File: src/rtl/asf_pkg.sv
// ----------------------------------------------------------------------------
// asf_pkg
// Shared constants, types and helpers of the alternating sequential filter.
// ----------------------------------------------------------------------------
`default_nettype none

package asf_pkg;

  localparam int MAX_WIDTH  = 1024;
  localparam int PIXEL_BITS = 8;
  localparam int COL_W      = $clog2(MAX_WIDTH);
  localparam int WID_W      = 11;
  localparam int HGT_W      = 13;
  // Room for the largest height plus the rows of the drain tail
  localparam int ROW_W      = 14;
  localparam int WIN        = 5;
  localparam int LB_ROWS    = WIN - 1;
  localparam int DRAIN_W    = 14;
  localparam int ADDR_W     = 3;
  localparam int DATA_W     = 32;
  localparam int STAGES     = 8;

  // Register index, taken from address bit 2
  localparam logic REG_WIDTH  = 1'b0;
  localparam logic REG_HEIGHT = 1'b1;

  localparam logic [WID_W-1:0] WIDTH_RESET  = 11'd640;
  localparam logic [HGT_W-1:0] HEIGHT_RESET = 13'd480;
  localparam logic [WID_W-1:0] MIN_DIM_W    = 11'd5;
  localparam logic [HGT_W-1:0] MIN_DIM_H    = 13'd5;
  localparam logic [WID_W-1:0] MAX_WIDTH_W  = WID_W'(MAX_WIDTH);

  // Per stage: bit s set means stage s takes the max / uses a 5x5 window
  localparam logic [STAGES-1:0] STAGE_TAKES_MAX = 8'b1001_1001;
  localparam logic [STAGES-1:0] STAGE_WIDE      = 8'b1111_0000;

  typedef logic [PIXEL_BITS-1:0] pix_t;

  typedef struct packed {
    logic valid;
    logic last;
    logic have;
    pix_t pix;
  } token_t;

  typedef struct packed {
    logic             adv;
    logic             restart;
    logic [WID_W-1:0] used_w;
    logic [HGT_W-1:0] used_h;
  } ctrl_t;

  function automatic pix_t asf_pick(input pix_t a, input pix_t b, input logic take_max);
    if (take_max) begin
      return (a > b) ? a : b;
    end
    return (a < b) ? a : b;
  endfunction

endpackage

`default_nettype wire

File: src/rtl/asf_feed.sv
// ----------------------------------------------------------------------------
// asf_feed
// Frame position tracking at the intake: turns accepted words into tokens.
// ----------------------------------------------------------------------------
`default_nettype none

module asf_feed (
  input  wire logic           clk,
  input  wire logic           rst,
  input  wire asf_pkg::ctrl_t ctrl,
  input  wire logic           take,
  input  wire logic           opcode,
  input  wire asf_pkg::pix_t  pix,
  output asf_pkg::token_t     tok
);
  import asf_pkg::*;

  logic [ROW_W-1:0]   irow;
  logic [COL_W-1:0]   icol;
  logic [DRAIN_W-1:0] dcnt;
  logic               intake;
  logic               row_end;
  logic [DRAIN_W-1:0] drain_end;
  logic               is_last;

  assign intake    = irow < ROW_W'(ctrl.used_h);
  assign row_end   = {1'b0, icol} == (ctrl.used_w - 11'd1);
  // 12*W + 12 drain words flush the cascade; this is the index of the last one
  assign drain_end = {ctrl.used_w, 3'b000} + {1'b0, ctrl.used_w, 2'b00} + 14'd11;
  assign is_last   = !intake && (dcnt == drain_end);

  // Advance frame position, drop drain words during intake
  always_ff @(posedge clk) begin
    if (rst || ctrl.restart) begin
      irow <= '0;
      icol <= '0;
      dcnt <= '0;
      tok  <= '0;
    end else if (ctrl.adv) begin
      tok.valid <= take && (!opcode || !intake);
      tok.last  <= take && is_last;
      tok.have  <= 1'b1;
      tok.pix   <= pix;
      if (take) begin
        if (intake) begin
          if (!opcode) begin
            if (row_end) begin
              icol <= '0;
              irow <= irow + ROW_W'(1);
            end else begin
              icol <= icol + 10'd1;
            end
          end
        end else if (is_last) begin
          irow <= '0;
          icol <= '0;
          dcnt <= '0;
        end else begin
          dcnt <= dcnt + 14'd1;
        end
      end
    end
  end

endmodule

`default_nettype wire

File: config.mk
export PLATFORM = sky130hd
export DESIGN_NAME = asf_feed
export DESIGN_NICKNAME = d
export VERILOG_FILES = /design/src/rtl/asf_pkg.sv /design/src/rtl/asf_feed.sv
export SDC_FILE = /design/constraint.sdc
export NUM_CORES = 1
export LEC_CHECK = 0
export BUFFER_PORTS_ARGS = -buffer_cell sky130_fd_sc_hd__buf_2
export CORE_MARGIN = 1
export CORE_UTILIZATION = 35
export CTS_CLUSTER_SIZE = 40
export DETAILED_ROUTE_END_ITERATION = 6
export SYNTH_ARGS = -nofsm -noshare
export SYNTH_HDL_FRONTEND = slang
export SYNTH_SLANG_ARGS = --single-unit
export TNS_END_PERCENT = 30
File: constraint.sdc
create_clock -name clk -period 6.65 [get_ports clk]
set_clock_uncertainty 0.1 [all_clocks]
set_input_delay 0.3325 -clock clk [delete_from_list [all_inputs] [get_ports clk]]
set_output_delay 0.3325 -clock clk [all_outputs]
set_load 0.02 [all_outputs]
==> reports/qor.yml <==
critPathCaptureType: "register"
cts_num_sinks: 49
max_slew_margin_pct: 38.1
worstSkewPairLatency_ns: 0.31
crit_fanout: 26
grt_util_all_layers_pct: 15.8
antenna_cells: 0
sequentialPowerShare_pct: 44.8
async_flop_share_pct: 0
cts_resized: 0
grt_start_max_net_pins: 27
max_clock_freq_mhz: 266
p_sw_share_pct: 28.9
r2r_slack_ns: 2.90
hp-class: "in -> reg"
final_nets: 585
synth.area.top_cells: "dfxtp_1 (26%), ha_1 (15%), xor2_1 (5.6%)"
drc: 0
fin_crit_sh_pct: 56.4
vias_per_cell: 5.16
mappedNetlistArea_sq_mm: 0.00374
tns_ns: 0
die_h_microns: 105
drv_slew: 0
power_frac_comb_pct: 21.3
grt_pass1_wl_microns: 14200
avgSynthCellArea_sq_um: 8.18
wl_per_cell_microns: 13.3
fp-row-count: 37
grt_overflow: 0
cp-start-kind: "register"
status: "complete, no violations"
maxCapViolCount: 0
vdd_ir_drop_max_mv: 0.110
ant_nets: 0
ys.warnings.count: 0
r2r-end: "icol[6]$_SDFFE_PP0P_"
crit_path_end: "icol[6]$_SDFFE_PP0P_"
cts_hold_buf: 0
cts_made_buffers: 5
io_buffers: 48
htree_levels: 2
drive_gt1_share_pct: 13.8
syn_to_final_growth_pct: 12.8
timing.rr.start: "irow[1]$_SDFFE_PP0P_"
synth_fp_nets: 542
synth_edf_count: 0
crit_arrival_ns: 3.89
cts_tree: "done"
fp.coreArea_sq_mm: 0.0103
yosysUniqueCellTypes: 61
intPower_uw: 471
die-area_sq_mm: 0.0111
synth-seq-cells: 49
dp_hpwl_microns: 6720
yosysSeqAreaShare_pct: 26.3
tightestPinTransition_ns: 0.915
worstSetupPathType: "reg -> reg"
switchingPower_uw: 191
dr.pass1.iters: 4
pwr-share-clk_pct: 34.0
antenna_found_initial: 0
grt_pass1_vias: 2958
clockBufferDepth: 2
drt-initial-drc-count: 162
r2r_cells: 8
yosys.area.top_type: "dfxtp_1"
die_w_microns: 105
crit_start: "irow[1]$_SDFFE_PP0P_"
setup_viol: 0
ys.flop_type: "dfxtp_1"
postCtsSetupBuffers: 0
min_period_ns: 3.75
grt_setup_unrepaired: "no"
io_pins: 49
syn-instance-count: 457
place_congestion: 0.827
cts-root-buf: "clkbuf_8"
crit_required_ns: 6.79
powerDensity_mw_per_mm2: 157
num_vias: 3290
clk_pin_slew_ns: 0.10
synth_top_area_share_pct: 26.3
whs_ns: 0.146
finalHoldViolCount: 0
p_leak_uw: 0.00185
wirelength_microns: 8480
initial_core_util_pct: 36.2
==> Yosys cell counts, types with 4 or more instances <==
| cell type | instances |
|---|---|
| clkbuf_1 | 9 |
| or3_1 | 5 |
| inv_1 | 35 |
| nor3_1 | 14 |
| dfxtp_1 | 49 |
| or4_1 | 4 |
| a21oi_1 | 30 |
| nand4_1 | 8 |
| o31ai_1 | 4 |
| xor2_1 | 24 |
| nand3_1 | 18 |
| xnor2_1 | 21 |
| mux2i_1 | 12 |
| nor2_1 | 46 |
| ha_1 | 46 |
| nor4_1 | 4 |
| nand2_1 | 29 |
| o21ai_0 | 20 |
| nand2b_1 | 8 |
| and3_1 | 15 |
| and2_1 | 4 |
==> kinds of logic after synthesis <==
| kind of cell | synth area share, % |
|---|---|
| buffers and inverters | 5.09 |
| adder cells (fa/ha/maj) | 15.9 |
| AO/OA/AOI/OAI | 15.0 |
| multiplexers | 3.52 |
| AND/OR/NAND/NOR | 23.1 |
| flip-flops | 26.3 |
| XOR/XNOR | 11.2 |
==> cell type report <==
cell class	instances	area [sq um]
Clock buffer	5	68.8
Clock inverter	3	50.0
Fill cell	1083	6110
Inverter	35	131
Multi-Input combinational cell	360	2560
Sequential cell	49	981
Tap cell	136	170
Timing Repair Buffer	49	248
==> worst min path at each step <==
stage	startpoint	to	slack, ns	depth (start not counted)
final	pix[1]	tok[1]$_SDFFE_PP0P_	0.15	3
after floorplan	irow[0]$_SDFFE_PP0P_	irow[0]$_SDFFE_PP0P_	0.36	2
after global routing	pix[7]	tok[7]$_SDFFE_PP0P_	0.16	3
after CTS	pix[1]	tok[1]$_SDFFE_PP0P_	0.13	3
after global placement	tok[8]$_SDFFE_PP0P_	tok[8]$_SDFFE_PP0P_	0.34	2
after detailed placement	tok[10]$_SDFFE_PP0P_	tok[10]$_SDFFE_PP0P_	0.37	2
==> placed cells by master (no fill, tap or decap), types with 20 or more instances in the layout <==
| master | Yosys | final |
|---|---|---|
| xnor2_1 | 21 | 21 |
| a21oi_1 | 30 | 30 |
| nand2_1 | 29 | 29 |
| inv_1 | 35 | 35 |
| xor2_1 | 24 | 24 |
| buf_2 | 2 | 48 |
| ha_1 | 46 | 46 |
| dfxtp_1 | 49 | 49 |
| o21ai_0 | 20 | 20 |
| nor2_1 | 46 | 46 |
==> sequential cells by signal, indices dropped and copies added (netlist names) <==
| signal | cells |
|---|---|
| irow | 14 |
| tok | 11 |
| dcnt | 14 |
| icol | 10 |
==> worst max-delay path, stage by stage, from the launching register on <==
cell	delay, ns
dfxtp_1	0.41
ha_1	0.27
a2111oi_2	0.34
o21ai_1	0.14
a2111o_1	0.74
and2_0	0.44
a31oi_2	0.71
nand2_1	0.33
a21oi_1	0.19
==> power groups by stage <==
stage                     clock network, uW  logic (uW)  registers [uW]
after CTS                               233         142             297
after floorplan                           0         100             306
final                                   225         141             297
after global routing                    240         158             297
after detailed placement                  0         141             303
after global placement                    0         138             303
==> through the flow <==
step | util, % | setup WS, ns | instance area, sq um | instances | power [uW]
after floorplan | - | 3.16 | 3740 | 457 | 406
after detailed placement | 39.7 | 2.73 | 4100 | 629 | 444
after global placement | 39.7 | 2.75 | 4100 | 629 | 441
after CTS | 40.8 | 2.89 | 4210 | 637 | 671
after global routing | 40.8 | 2.56 | 4210 | 637 | 695
final | 40.8 | 2.90 | 4210 | 637 | 662
==> routing by layer <==
metal | track usage (%) | wire, microns | vias up
met4 | 4.93 | 127 | 0
met2 | 26.5 | 3980 | 69
met1 | 20.8 | 4080 | 1516
met5 | 0 | 0 | -
li1 | - | - | 1694
met3 | 2.10 | 297 | 11
(Power assumes the default switching activity.)
